## src/hw/rtl/hlt_pkg.sv

```systemverilog
// Shared constants, event codes and the table entry record of the liveness table.
package hlt_pkg;

   localparam int TABLE_ENTRIES = 32;
   localparam int IDX_W = (TABLE_ENTRIES > 1) ? $clog2(TABLE_ENTRIES) : 1;
   localparam int CNT_W = $clog2(TABLE_ENTRIES + 1);

   localparam int ADDR_W       = 32;
   localparam int TIME_W       = 32;
   localparam int GROUP_W      = 8;
   localparam int TOL_W        = 16;
   localparam int NODE_TOTAL_W = 6;
   localparam int HB_W         = 32;
   localparam int CSR_DATA_W   = 32;
   localparam int CSR_ADDR_W   = 3;

   // tolerance used when the register holds zero, and the register's reset value
   localparam logic [TOL_W-1:0] TOLERANCE     = 16'd4;
   localparam logic [TOL_W-1:0] TOL_RESET_VAL = 16'd4;

   // register word index
   localparam logic CSR_TOLERANCE = 1'b0;

   typedef enum logic [2:0] {
      EV_SUMMARY = 3'd0,
      EV_NEW     = 3'd1,
      EV_UP      = 3'd2,
      EV_DEAD    = 3'd3,
      EV_FULL    = 3'd4
   } event_kind_type;

   typedef struct packed {
      logic [ADDR_W-1:0]  address;
      logic [TIME_W-1:0]  last_seen;
      logic [TIME_W-1:0]  up_since;
      logic               live;
      logic [GROUP_W-1:0] group;
   } entry_type;

   localparam int ENTRY_W = $bits(entry_type);

endpackage

```

## src/hw/rtl/hlt_ram.sv

```systemverilog
// Generic simple dual-port RAM with one write port and a registered read port.
module hlt_ram #(
   parameter int WIDTH = 8,
   parameter int DEPTH = 32
) (
   input  logic                                          clock,
   input  logic                                          wr_en,
   input  logic [((DEPTH > 1) ? $clog2(DEPTH) : 1)-1:0]  wr_addr,
   input  logic [WIDTH-1:0]                              wr_data,
   input  logic                                          rd_en,
   input  logic [((DEPTH > 1) ? $clog2(DEPTH) : 1)-1:0]  rd_addr,
   output logic [WIDTH-1:0]                              rd_data
);

   logic [WIDTH-1:0] mem_ff [DEPTH];
   logic [WIDTH-1:0] rd_data_ff;

   always_ff @(posedge clock) begin
      if (wr_en) begin
         mem_ff[wr_addr] <= wr_data;
      end
      // hold the last read word while no read is issued
      if (rd_en) begin
         rd_data_ff <= mem_ff[rd_addr];
      end
   end

   assign rd_data = rd_data_ff;

endmodule

```

## src/hw/rtl/heartbeat_liveness_table_core.sv

```systemverilog
// Top level of the heartbeat liveness table: control sequencer, entry RAM and register port.
//
//   channel | direction | handshake             | payload
//   --------+-----------+-----------------------+---------------------------------------------
//   req     | in        | req_valid / req_stall | sender_address, now_seconds, group_tag
//   rsp     | out       | rsp_valid / rsp_stall | event_kind, node_address, node_group,
//           |           |                       | up_since, node_total, heartbeat_total,
//           |           |                       | last_of_run
//   csr     | in/out    | psel/penable/pready   | tolerance_seconds at byte address 0
//
// Steps: a heartbeat runs a search pass over the entries in use (one read a cycle, each
//   word compared once it is read out), an update pass (RAM read, then check and write
//   back, per entry), an append step and a summary step; output stalls can hold the
//   update, append and summary steps. The next heartbeat is taken in the idle state after
//   that. The single read port of the entry RAM is why each pass reads one entry at a time.
// Reset clears the entry count, the heartbeat count and the output register's valid bit,
//   and loads the tolerance with 4. The entry RAM is not cleared: only entries below the count are
//   read, and those are always written first.
// Each result waits in the output register while rsp_stall is high; the sequencer holds
//   its step until the register is free. req_stall stays high during reset and for the
//   whole run.
module heartbeat_liveness_table_core
   import hlt_pkg::*;
(
   input  logic                    clock,
   input  logic                    reset,

   input  logic                    req_valid,
   output logic                    req_stall,
   input  logic [ADDR_W-1:0]       req_sender_address,
   input  logic [TIME_W-1:0]       req_now_seconds,
   input  logic [GROUP_W-1:0]      req_group_tag,

   output logic                    rsp_valid,
   input  logic                    rsp_stall,
   output logic [2:0]              rsp_event_kind,
   output logic [ADDR_W-1:0]       rsp_node_address,
   output logic [GROUP_W-1:0]      rsp_node_group,
   output logic [TIME_W-1:0]       rsp_up_since,
   output logic [NODE_TOTAL_W-1:0] rsp_node_total,
   output logic [HB_W-1:0]         rsp_heartbeat_total,
   output logic                    rsp_last_of_run,

   input  logic                    psel,
   input  logic                    penable,
   input  logic                    pwrite,
   input  logic [CSR_ADDR_W-1:0]   paddr,
   input  logic [CSR_DATA_W-1:0]   pwdata,
   output logic [CSR_DATA_W-1:0]   prdata,
   output logic                    pready
);

   typedef enum logic [2:0] {
      ST_IDLE,
      ST_FIND,
      ST_SCAN_RD,
      ST_SCAN_EV,
      ST_APPEND,
      ST_SUMMARY
   } state_type;

   // ------------------------------------------------------------------
   // Registers and their next values
   // ------------------------------------------------------------------
   state_type            state_ff,    state_in;
   logic [CNT_W-1:0]     rd_idx_ff,   rd_idx_in;
   logic                 chk_ff,      chk_in;
   logic                 found_ff,    found_in;
   logic [CNT_W-1:0]     used_ff,     used_in;
   logic [CNT_W-1:0]     total_ff,    total_in;
   logic [HB_W-1:0]      hb_count_ff, hb_count_in;
   logic [TOL_W-1:0]     tol_ff,      tol_in;
   logic [ADDR_W-1:0]    addr_ff,     addr_in;
   logic [TIME_W-1:0]    now_ff,      now_in;
   logic [GROUP_W-1:0]   tag_ff,      tag_in;

   logic                 rsp_valid_ff,  rsp_valid_in;
   event_kind_type       rsp_kind_ff,   rsp_kind_in;
   logic [ADDR_W-1:0]    rsp_addr_ff,   rsp_addr_in;
   logic [GROUP_W-1:0]   rsp_group_ff,  rsp_group_in;
   logic [TIME_W-1:0]    rsp_since_ff,  rsp_since_in;
   logic [CNT_W-1:0]     rsp_total_ff,  rsp_total_in;
   logic [HB_W-1:0]      rsp_hb_ff,     rsp_hb_in;
   logic                 rsp_last_ff,   rsp_last_in;

   // ------------------------------------------------------------------
   // Entry RAM: one record per known node
   // ------------------------------------------------------------------
   logic                 ram_wr_en;
   logic [IDX_W-1:0]     ram_wr_addr;
   entry_type            ram_wr_data;
   logic                 ram_rd_en;
   logic [IDX_W-1:0]     ram_rd_addr;
   logic [ENTRY_W-1:0]   ram_rd_word;
   entry_type            entry;

   hlt_ram #(
      .WIDTH (ENTRY_W),
      .DEPTH (TABLE_ENTRIES)
   ) u_entry_ram (
      .clock   (clock),
      .wr_en   (ram_wr_en),
      .wr_addr (ram_wr_addr),
      .wr_data (ram_wr_data),
      .rd_en   (ram_rd_en),
      .rd_addr (ram_rd_addr),
      .rd_data (ram_rd_word)
   );

   assign entry = entry_type'(ram_rd_word);

   // ------------------------------------------------------------------
   // Register port: a single register at word 0
   // ------------------------------------------------------------------
   logic                 csr_wr;
   logic                 csr_word;

   assign pready   = 1'b1;
   assign csr_word = paddr[2];
   assign csr_wr   = psel & penable & pwrite & pready;

   always_comb begin
      unique case (csr_word)
         CSR_TOLERANCE: prdata = {{(CSR_DATA_W - TOL_W){1'b0}}, tol_ff};
         default:       prdata = '0;
      endcase
   end

   // ------------------------------------------------------------------
   // Entry checks
   // ------------------------------------------------------------------
   logic [TOL_W-1:0]     tol_eff;
   logic [TIME_W-1:0]    age;
   logic                 entry_match;
   logic                 entry_expired;
   logic                 table_room;
   logic                 out_free;

   // a zero tolerance acts as the default
   assign tol_eff       = (tol_ff == '0) ? TOLERANCE : tol_ff;
   assign age           = now_ff - entry.last_seen;
   assign entry_match   = (entry.address == addr_ff);
   assign entry_expired = entry.live && (age >= {{(TIME_W - TOL_W){1'b0}}, tol_eff});
   assign table_room    = (used_ff < CNT_W'(TABLE_ENTRIES));
   assign out_free      = !rsp_valid_ff || !rsp_stall;

   // ------------------------------------------------------------------
   // Sequencer
   // ------------------------------------------------------------------
   logic                 emit_req;
   logic                 emit_fire;
   event_kind_type       emit_kind;
   logic [ADDR_W-1:0]    emit_addr;
   logic [GROUP_W-1:0]   emit_group;
   logic [TIME_W-1:0]    emit_since;
   logic                 emit_last;

   assign emit_fire = emit_req && out_free;

   always_comb begin
      state_in    = state_ff;
      rd_idx_in   = rd_idx_ff;
      chk_in      = chk_ff;
      found_in    = found_ff;
      used_in     = used_ff;
      total_in    = total_ff;
      hb_count_in = hb_count_ff;
      tol_in      = tol_ff;
      addr_in     = addr_ff;
      now_in      = now_ff;
      tag_in      = tag_ff;

      ram_rd_en   = 1'b0;
      ram_rd_addr = rd_idx_ff[IDX_W-1:0];
      ram_wr_en   = 1'b0;
      ram_wr_addr = rd_idx_ff[IDX_W-1:0];
      ram_wr_data = entry;

      emit_req    = 1'b0;
      emit_kind   = EV_SUMMARY;
      emit_addr   = '0;
      emit_group  = '0;
      emit_since  = '0;
      emit_last   = 1'b0;

      if (csr_wr) begin
         unique case (csr_word)
            CSR_TOLERANCE: tol_in = pwdata[TOL_W-1:0];
            default:       tol_in = tol_ff;
         endcase
      end

      unique case (state_ff)
         ST_IDLE: begin
            if (req_valid) begin
               addr_in     = req_sender_address;
               now_in      = req_now_seconds;
               tag_in      = req_group_tag;
               hb_count_in = hb_count_ff + HB_W'(1);
               rd_idx_in   = '0;
               chk_in      = 1'b0;
               found_in    = 1'b0;
               state_in    = ST_FIND;
            end
         end

         // Search pass: issue one read a cycle, compare the word read in the previous cycle.
         ST_FIND: begin
            if (rd_idx_ff < used_ff) begin
               ram_rd_en = 1'b1;
               rd_idx_in = rd_idx_ff + CNT_W'(1);
               chk_in    = 1'b1;
            end else begin
               chk_in    = 1'b0;
            end
            if (chk_ff && entry_match) begin
               found_in = 1'b1;
            end
            if (!(rd_idx_ff < used_ff) && !chk_ff) begin
               // the count after this heartbeat is known now; every result carries it
               total_in  = used_ff + CNT_W'(!found_ff && table_room);
               rd_idx_in = '0;
               state_in  = ST_SCAN_RD;
            end
         end

         ST_SCAN_RD: begin
            if (rd_idx_ff < used_ff) begin
               ram_rd_en = 1'b1;
               state_in  = ST_SCAN_EV;
            end else begin
               state_in  = ST_APPEND;
            end
         end

         // Update pass: refresh the sender's entry, retire expired live entries.
         ST_SCAN_EV: begin
            if (entry_match) begin
               emit_req   = !entry.live;
               emit_kind  = EV_UP;
               emit_addr  = addr_ff;
               emit_group = tag_ff;
               emit_since = now_ff;
            end else if (entry_expired) begin
               emit_req   = 1'b1;
               emit_kind  = EV_DEAD;
               emit_addr  = entry.address;
               emit_group = entry.group;
               emit_since = entry.up_since;
            end
            if (!emit_req || out_free) begin
               if (entry_match) begin
                  ram_wr_en             = 1'b1;
                  ram_wr_data.last_seen = now_ff;
                  if (!entry.live) begin
                     ram_wr_data.live     = 1'b1;
                     ram_wr_data.up_since = now_ff;
                     ram_wr_data.group    = tag_ff;
                  end
               end else if (entry_expired) begin
                  ram_wr_en        = 1'b1;
                  ram_wr_data.live = 1'b0;
               end
               rd_idx_in = rd_idx_ff + CNT_W'(1);
               state_in  = ST_SCAN_RD;
            end
         end

         ST_APPEND: begin
            if (found_ff) begin
               state_in = ST_SUMMARY;
            end else begin
               emit_req   = 1'b1;
               emit_kind  = table_room ? EV_NEW : EV_FULL;
               emit_addr  = addr_ff;
               emit_group = tag_ff;
               emit_since = table_room ? now_ff : '0;
               if (out_free) begin
                  if (table_room) begin
                     ram_wr_en   = 1'b1;
                     ram_wr_addr = used_ff[IDX_W-1:0];
                     ram_wr_data = '{address:   addr_ff,
                                     last_seen: now_ff,
                                     up_since:  now_ff,
                                     live:      1'b1,
                                     group:     tag_ff};
                     used_in     = used_ff + CNT_W'(1);
                  end
                  state_in = ST_SUMMARY;
               end
            end
         end

         ST_SUMMARY: begin
            emit_req  = 1'b1;
            emit_kind = EV_SUMMARY;
            emit_last = 1'b1;
            if (out_free) begin
               state_in = ST_IDLE;
            end
         end

         default: begin
            state_in = ST_IDLE;
         end
      endcase
   end

   // ------------------------------------------------------------------
   // Output register: load on a new result, drop after its transfer
   // ------------------------------------------------------------------
   always_comb begin
      rsp_valid_in = rsp_valid_ff;
      rsp_kind_in  = rsp_kind_ff;
      rsp_addr_in  = rsp_addr_ff;
      rsp_group_in = rsp_group_ff;
      rsp_since_in = rsp_since_ff;
      rsp_total_in = rsp_total_ff;
      rsp_hb_in    = rsp_hb_ff;
      rsp_last_in  = rsp_last_ff;
      if (emit_fire) begin
         rsp_valid_in = 1'b1;
         rsp_kind_in  = emit_kind;
         rsp_addr_in  = emit_addr;
         rsp_group_in = emit_group;
         rsp_since_in = emit_since;
         rsp_total_in = total_ff;
         rsp_hb_in    = hb_count_ff;
         rsp_last_in  = emit_last;
      end else if (rsp_valid_ff && !rsp_stall) begin
         rsp_valid_in = 1'b0;
      end
   end

   always_ff @(posedge clock) begin
      if (reset) begin
         state_ff     <= ST_IDLE;
         rd_idx_ff    <= '0;
         chk_ff       <= 1'b0;
         found_ff     <= 1'b0;
         used_ff      <= '0;
         total_ff     <= '0;
         hb_count_ff  <= '0;
         tol_ff       <= TOL_RESET_VAL;
         rsp_valid_ff <= 1'b0;
      end else begin
         state_ff     <= state_in;
         rd_idx_ff    <= rd_idx_in;
         chk_ff       <= chk_in;
         found_ff     <= found_in;
         used_ff      <= used_in;
         total_ff     <= total_in;
         hb_count_ff  <= hb_count_in;
         tol_ff       <= tol_in;
         rsp_valid_ff <= rsp_valid_in;
      end
      addr_ff      <= addr_in;
      now_ff       <= now_in;
      tag_ff       <= tag_in;
      rsp_kind_ff  <= rsp_kind_in;
      rsp_addr_ff  <= rsp_addr_in;
      rsp_group_ff <= rsp_group_in;
      rsp_since_ff <= rsp_since_in;
      rsp_total_ff <= rsp_total_in;
      rsp_hb_ff    <= rsp_hb_in;
      rsp_last_ff  <= rsp_last_in;
   end

   // ------------------------------------------------------------------
   // Ports
   // ------------------------------------------------------------------
   assign req_stall           = reset || (state_ff != ST_IDLE);
   assign rsp_valid           = rsp_valid_ff;
   assign rsp_event_kind      = 3'(rsp_kind_ff);
   assign rsp_node_address    = rsp_addr_ff;
   assign rsp_node_group      = rsp_group_ff;
   assign rsp_up_since        = rsp_since_ff;
   assign rsp_node_total      = NODE_TOTAL_W'(rsp_total_ff);
   assign rsp_heartbeat_total = rsp_hb_ff;
   assign rsp_last_of_run     = rsp_last_ff;

   // ------------------------------------------------------------------
   // Assertions
   // ------------------------------------------------------------------
   a_no_write_idle: assert property (@(posedge clock) disable iff (reset)
      (state_ff == ST_IDLE) |-> !ram_wr_en)
      else $error("entry RAM written while idle");

   a_used_bound: assert property (@(posedge clock) disable iff (reset)
      used_ff <= CNT_W'(TABLE_ENTRIES))
      else $error("entry count beyond table size");

   a_used_step: assert property (@(posedge clock) disable iff (reset)
      !reset |=> (used_ff == $past(used_ff)) || (used_ff == $past(used_ff) + CNT_W'(1)))
      else $error("entry count moved by more than one");

   a_summary_shape: assert property (@(posedge clock) disable iff (reset)
      (rsp_valid_ff && (rsp_kind_ff == EV_SUMMARY))
         |-> (rsp_last_ff && (rsp_addr_ff == '0) && (rsp_total_ff == used_ff)))
      else $error("malformed summary result");

endmodule
```

## config.mk

```make
export PLATFORM = sky130hd
export DESIGN_NAME = heartbeat_liveness_table_core
export DESIGN_NICKNAME = d
export VERILOG_FILES = /design/src/hw/rtl/hlt_pkg.sv /design/src/hw/rtl/hlt_ram.sv /design/src/hw/rtl/heartbeat_liveness_table_core.sv
export SDC_FILE = /design/constraint.sdc
export NUM_CORES = 2
export LEC_CHECK = 0
export BUFFER_PORTS_ARGS = -buffer_cell sky130_fd_sc_hd__buf_2
export CORE_ASPECT_RATIO = 2
export CORE_MARGIN = 1
export CORE_UTILIZATION = 56
export DETAILED_ROUTE_END_ITERATION = 8
export PLACE_DENSITY = 0.77
export SETUP_SLACK_MARGIN = 0.02
export SLEW_MARGIN = 10
export SYNTH_ARGS = -nofsm -noshare
export SYNTH_HDL_FRONTEND = slang
export SYNTH_SLANG_ARGS = --single-unit
```

## constraint.sdc

```tcl
create_clock -name clock -period 10.6 [get_ports clock]
set_input_delay 2.12 -clock clock [delete_from_list [all_inputs] [get_ports clock]]
set_output_delay 2.12 -clock clock [all_outputs]
set_load 0.005 [all_outputs]
```

## Word-level counts from Yosys, hierarchy flattened

Memories as Yosys holds them, arrays and structs flattened. A register that Yosys moved wholly into a read port is not among the register bits.
Cells that the tools add are included.

- $lt $le $gt $ge: 3
- Reductions and logical operators: 31
- $add $sub $neg: 5
- Mux-type cells: 70
- Bitwise operators: 4
- Equality and inequality tests: 13

Operators by type and width:

| operator | count |
|---|---|
| $mux W105 | 3 |
| $mux W32 | 8 |
| $pmux W73 S2 | 1 |
| $pmux W32 S2 | 2 |
| $mux W73 | 1 |
| $mux W64 | 1 |
| $mux W41 | 1 |
| $add A32 B1 Y32 const B | 1 |
| $eq A32 B32 Y1 | 1 |
| $ge A32 B16 Y1 | 1 |
| $mux W16 | 2 |
| $mux W8 | 4 |
| $sub A32 B32 Y32 | 1 |
| $mux W3 | 9 |
| $mux W6 | 4 |
| $mux W1 | 20 |
| $mux W5 | 4 |
| $pmux W3 S6 | 1 |
| $pmux W6 S3 | 1 |
| $logic_not A16 Y1 | 1 |
| $pmux W8 S2 | 1 |
| $add A6 B1 Y6 const B | 2 |
| $ne A2 B2 Y1 const B | 5 |
| $reduce_and A2 Y1 | 4 |
| other kinds (23) | 47 |

- Input bits: 114
- RAM bits: 3360
- Output and inout bits: 149
- Bits in registers: 258
- Memories kept: 1

Memories:

| memory | depth | width | rd ports | clocked after Yosys merged registers in | write ports | RTL line | text |
|---|---|---|---|---|---|---|---|
| u_entry_ram.mem_ff | 32 | 105 | 1 | 1 | 1 | hlt_ram.sv:15 | `logic [WIDTH-1:0] mem_ff [DEPTH];` |

## Depth between registers and ports, before layout

- Word-level depth: 13
- Mapped depth: 22
- Mapped depth without buffers: 21

## By module

Synthesis repeated with hierarchy kept, for this count alone.

- Cells, all modules: 7492
- Area, all modules: 145130.4 um^2

By module, submodules not included:

| module | area each (um^2) | cells each | sequential area each (um^2) | instances |
|---|---|---|---|---|
| hlt_ram | 130609.0 | 6119 | 104049.8 | 1 |
| heartbeat_liveness_table_core | 14521.4 | 1373 | 7026.7 | 1 |

## Worst setup path after synthesis

OpenSTA, ideal clock, no wires.

- Path kind: register to register
- Start: register now_ff[3]
- End: memory u_entry_ram.mem_ff[24][0] in the netlist's numbering (enable)
- Arrival time: 10.811 ns
- Buffers on the path: 1
- Stages on the path, launching flop included: 21
- Library setup time: 0.698 ns
- Setup slack: -0.909 ns
- Cells stage by stage: edfxtp_1 -> ha_1 -> and2_1 -> a221o_1 -> o21a_1 -> o21ai_0 -> nand2_1 -> xor2_1 -> ha_1 -> nand4_1 -> nor3_1 -> nand4_1 -> o32ai_1 -> a211oi_1 -> nand4_1 -> a221o_1 -> nor4_4 -> nand2_1 -> a21oi_1 -> buf_2 -> nor3_1

- Cells in the longest elaborated chain, start to end: 12
- Elaborated cells between the ends (all ways): 13
- Those cells by class: add/sub (1); order compare (1); mux (8); reduce/logical (3)

RTL lines:

| what | RTL line | text |
|---|---|---|
| start, declared | heartbeat_liveness_table_core.sv:74 | `logic [TIME_W-1:0] now_ff, now_in;` |
| start signal, assigned | heartbeat_liveness_table_core.sv:358 | `now_ff <= now_in;` |
| $sub A32 B32 Y32 (*) | heartbeat_liveness_table_core.sv:141 | `assign age = now_ff - entry.last_seen;` |
| $ge A32 B16 Y1 (*) | heartbeat_liveness_table_core.sv:143 | `assign entry_expired = entry.live && (age >= {{(TIME_W - TOL_W){1'b0}}, tol_eff});` |
| $logic_and A1 B1 Y1 (*) | heartbeat_liveness_table_core.sv:143 |  |
| $mux W1 (*) | heartbeat_liveness_table_core.sv:244, heartbeat_liveness_table_core.sv:260 |  |
| $mux W1 | heartbeat_liveness_table_core.sv:238 | `if (entry_match) begin` |
| $mux W1 | heartbeat_liveness_table_core.sv:193 | `unique case (state_ff)` |
| $logic_not A1 Y1 | heartbeat_liveness_table_core.sv:251 | `if (!emit_req \|\| out_free) begin` |
| $logic_or A1 B1 Y1 | heartbeat_liveness_table_core.sv:251 |  |
| $mux W1 (*) | heartbeat_liveness_table_core.sv:251 |  |
| $pmux W1 S2 (*) | heartbeat_liveness_table_core.sv:193 |  |
| $mux W1 (*) | hlt_ram.sv:19 | `if (wr_en) begin` |
| $mux W1 (implied by the code) (*) | hlt_ram.sv:20 | `mem_ff[wr_addr] <= wr_data;` |
| end, declared | hlt_ram.sv:15 |  |

Mark *: on every way between the ends. The rest lies on a longest branch, timed or not. The select of a mux whose other input is x is not followed.

## Final worst setup path

- Start: register now_ff[4]
- End: memory u_entry_ram.mem_ff[31][21] in the netlist's numbering (enable)

Same word-level chain as after synthesis.

==> metrics.md <==
| Metric | Value |
|---|---|
| Largest net degree at the start of global routing | `141` |
| H-Tree Depth | `5` |
| Grt total ovfl | `0` |
| Register area | `111000 um2` |
| Sink Count | `3723` |
| CTS tree | `done` |
| Post-Syn Area per Cell | `22.8 um2` |
| Min-Delay Path Class | `reg2reg` |
| Final hold violation count | `0` |
| I/O pin cnt | `263` |
| Gr usage total | `30.5%` |
| DRC violations left | `0` |
| Cells after Synth | `6324` |
| Largest cells by area after synthesis | `edfxtp_1 76%, mux4_2 16%, mux2_2 1.1%` |
| Top-count cell post-synth | `edfxtp_1` |
| Die span in y | `720 um` |
| FMAX | `0.143 GHz` |
| Area grow syn2layout | `11.0%` |
| Nets@finish | `6908` |
| Post-Syn Area | `144000 um2` |
| Total core area | `256000 um2` |
| Slew @ Worst Pin | `1330 ps` |
| Clk Latency, worst-skew pair | `920 ps` |
| Initial DRC Count | `10.6k` |
| Post-route setup slack | `3600 ps` |
| TritonCTS Buffers | `311` |
| Place WS | `3800 ps` |
| Pwr/cell area | `201 nW/um2` |
| Worst path arrival time | `7500 ps` |
| First-pass GRT wire length | `551000 um` |
| Hold buffer count at cts | `0` |
| Synth warnings | `0` |
| Part of the Yosys area used for sequential elements | `77.0%` |
| Worst hold slack | `445 ps` |
| Die extent in x | `361 um` |
| Number of global-route vias before repair | `73.6k` |
| Remaining antenna violation count | `0` |
| Setup Buffers After CTS | `0` |
| CP endpoint kind | `flip-flop` |
| Period utilization | `66.1%` |
| Starting density of the core | `56.3%` |
| Ys async rst share | `0%` |
| Vias per std cell | `7.01` |
| Overall power | `0.0322 W` |
| Clock Tree Buf Depth | `4` |
| Total of flip-flops plus latches after synthesis | `3723` |
| CP required | `11100 ps` |
| Drt total wl | `397000 um` |
| Core Util, Final | `62.4%` |
| RSZ-0062 raised after global routing | `false` |
| Status | `finished clean` |
| Share of cells above drive strength 1 | `31.1%` |
| Root Buffer | `clkbuf_16` |
| Die ar. | `260000 um2` |
| Leak | `48.7 nW` |
| Post-CTS sizing | `0` |
| Fin Setup TNS | `0 ps` |
| Post-synth top area cell | `edfxtp_1` |
| CP max FO | `38` |
| Most frequent cells after synthesis | `3651 x edfxtp_1, 1050 x mux4_2, 244 x nand2_1` |
| Slew HR | `11.1%` |
| Mean routed wirelength per cell | `38.6 um` |
| Distinct cells, synth | `80` |
| Fill cells | `16.1k` |
| Slew Limit Fails | `0` |
| Total number of vias | `72.1k` |
| Initial antenna violation count | `16` |
| Peak supply drop | `0.159 mV` |
| Worst Skew | `109 ps` |
| Detailed placement HPWL | `201000 um` |
| Final Wtd Congestion | `0.876` |
| I/O Buffers | `227` |
| Synth top area share | `76.0%` |
| # setup viols final | `0` |
| # rows | `263` |
| Reg clk slew, reported paths | `70 ps` |
| Post-layout min period | `7000 ps` |
| Crit path kind | `reg2reg` |
| Multi-input gate area | `32000 um2` |
| Ys flop type | `edfxtp_1` |
| First drt pass iteration count | `8` |
| EDFF count, synth | `3651` |
| Max Cap Violations | `0` |
| CP Launch Type | `flip-flop` |
[flip-flops by register name, summed over array words and instances, names as in the netlist, 8 cells and up]
signal and flops:
u_entry_ram.rd_data 105, rsp_node_group 8, rsp_heartbeat_total 32, u_entry_ram.mem_ff 3360
hb_count_ff 32, tol_ff 16, rsp_up_since 32, rsp_node_address 32
addr_ff 32, now_ff 32, tag_ff 8
[final timing paths]
check,startpoint,slack (ps),end,cells after the start
min,total_ff[3],440,rsp_node_total[3],0
max reg2reg,now_ff[4],3600,u_entry_ram.mem_ff[31][21],22
max,now_ff[4],3600,u_entry_ram.mem_ff[31][21],22
min reg2reg,total_ff[3],440,rsp_node_total[3],0
[cell families (layout without fill, tap and decap cells)]
group | Yosys count | in the layout | share of synthesized area, %
AOI/OAI and AO/OA | 301 | 301 | 1.45
buffers and inverters | 399 | 1024 | 1.11
other | 2 | 21 | 0.00521
adders and majority gates | 58 | 58 | 0.508
xor gates and xnor gates | 86 | 86 | 0.522
and+or+nand+nor | 552 | 552 | 1.80
muxes | 1203 | 1203 | 17.6
DFF | 3723 | 3723 | 77.0
[power breakdown]
group / switching (W) / internal, W / leakage, nW
logic: 0.00213 / 0.00109 / 10.5
registers: 0.000287 / 0.0172 / 33.4
clock network: 0.00527 / 0.00624 / 4.79
total: 0.00769 / 0.0245 / 48.7
[per-layer routing]
layer	vias to the layer above	GRT usage, %	share of wire [%]
met5	-	0	0.032
li1	27400	-	-
met3	1115	5.43	10
met2	5668	52.2	51
met1	37800	37.3	33
met4	18	15.8	6.0
[critical path, cell delays in order, from the launching register on]
cell,delay (ps)
edfxtp_1,530
ha_1,420
and2_1,180
a221o_1,400
o21a_1,250
o21ai_0,230
nand2_1,100
xor2_1,160
ha_1,310
nand4_1,120
nor3_1,270
nand4_1,170
o32ai_1,350
a211oi_1,80
nand4_1,190
a221o_1,200
nor4_4,80
nand2_1,180
a21oi_4,70
buf_4,310
nor3_2,390
buf_4,660
buf_4,810
[stage by stage]
stage | instances | cell area (um2)
final | 10300 | 160000
after global routing | 10300 | 160000
after CTS | 10300 | 160000
after detailed placement | 9735 | 150000
after global placement | 9735 | 150000
after floorplan | 6339 | 144000
[area by class of cell]
type	instances	area share (%)
Antenna cell	4	0.00625
Inverter	66	0.155
Tap cell	3312	2.59
Clock inverter	164	1.05
Timing Repair Buffer	417	1.68
Sequential cell	3723	69.4
Clock buffer	377	5.12
Multi-Input combinational cell	2217	20.0
[cell usage in the layout, fill, tap and decap left out, types with 9 or more instances in the layout]
master      instances
a21o_1             14
a21oi_1            61
a22o_1             72
and3_1             15
buf_12             10
buf_2             227
buf_4             180
bufinv_16          28
clkbuf_1           56
clkbuf_16         317
clkinv_1           43
clkinv_2           45
clkinv_4            9
clkinvlp_4         20
conb_1             17
dfxtp_1            67
edfxtp_1         3651
ha_1               57
inv_1              65
inv_6              12
mux2_2            145
mux4_2           1050
nand2_1           242
nand2b_1           14
nand3_1            26
nand4_1            22
nor2_1             88
nor3_1             20
nor3_2             27
nor4_1             16
o21a_1             12
o21ai_0            31
o21ai_1            25
o21ai_2            13
or2_2              23
or3_1              12
xnor2_1            27
xor2_1             59
Power figures use the tool's default switching activity.
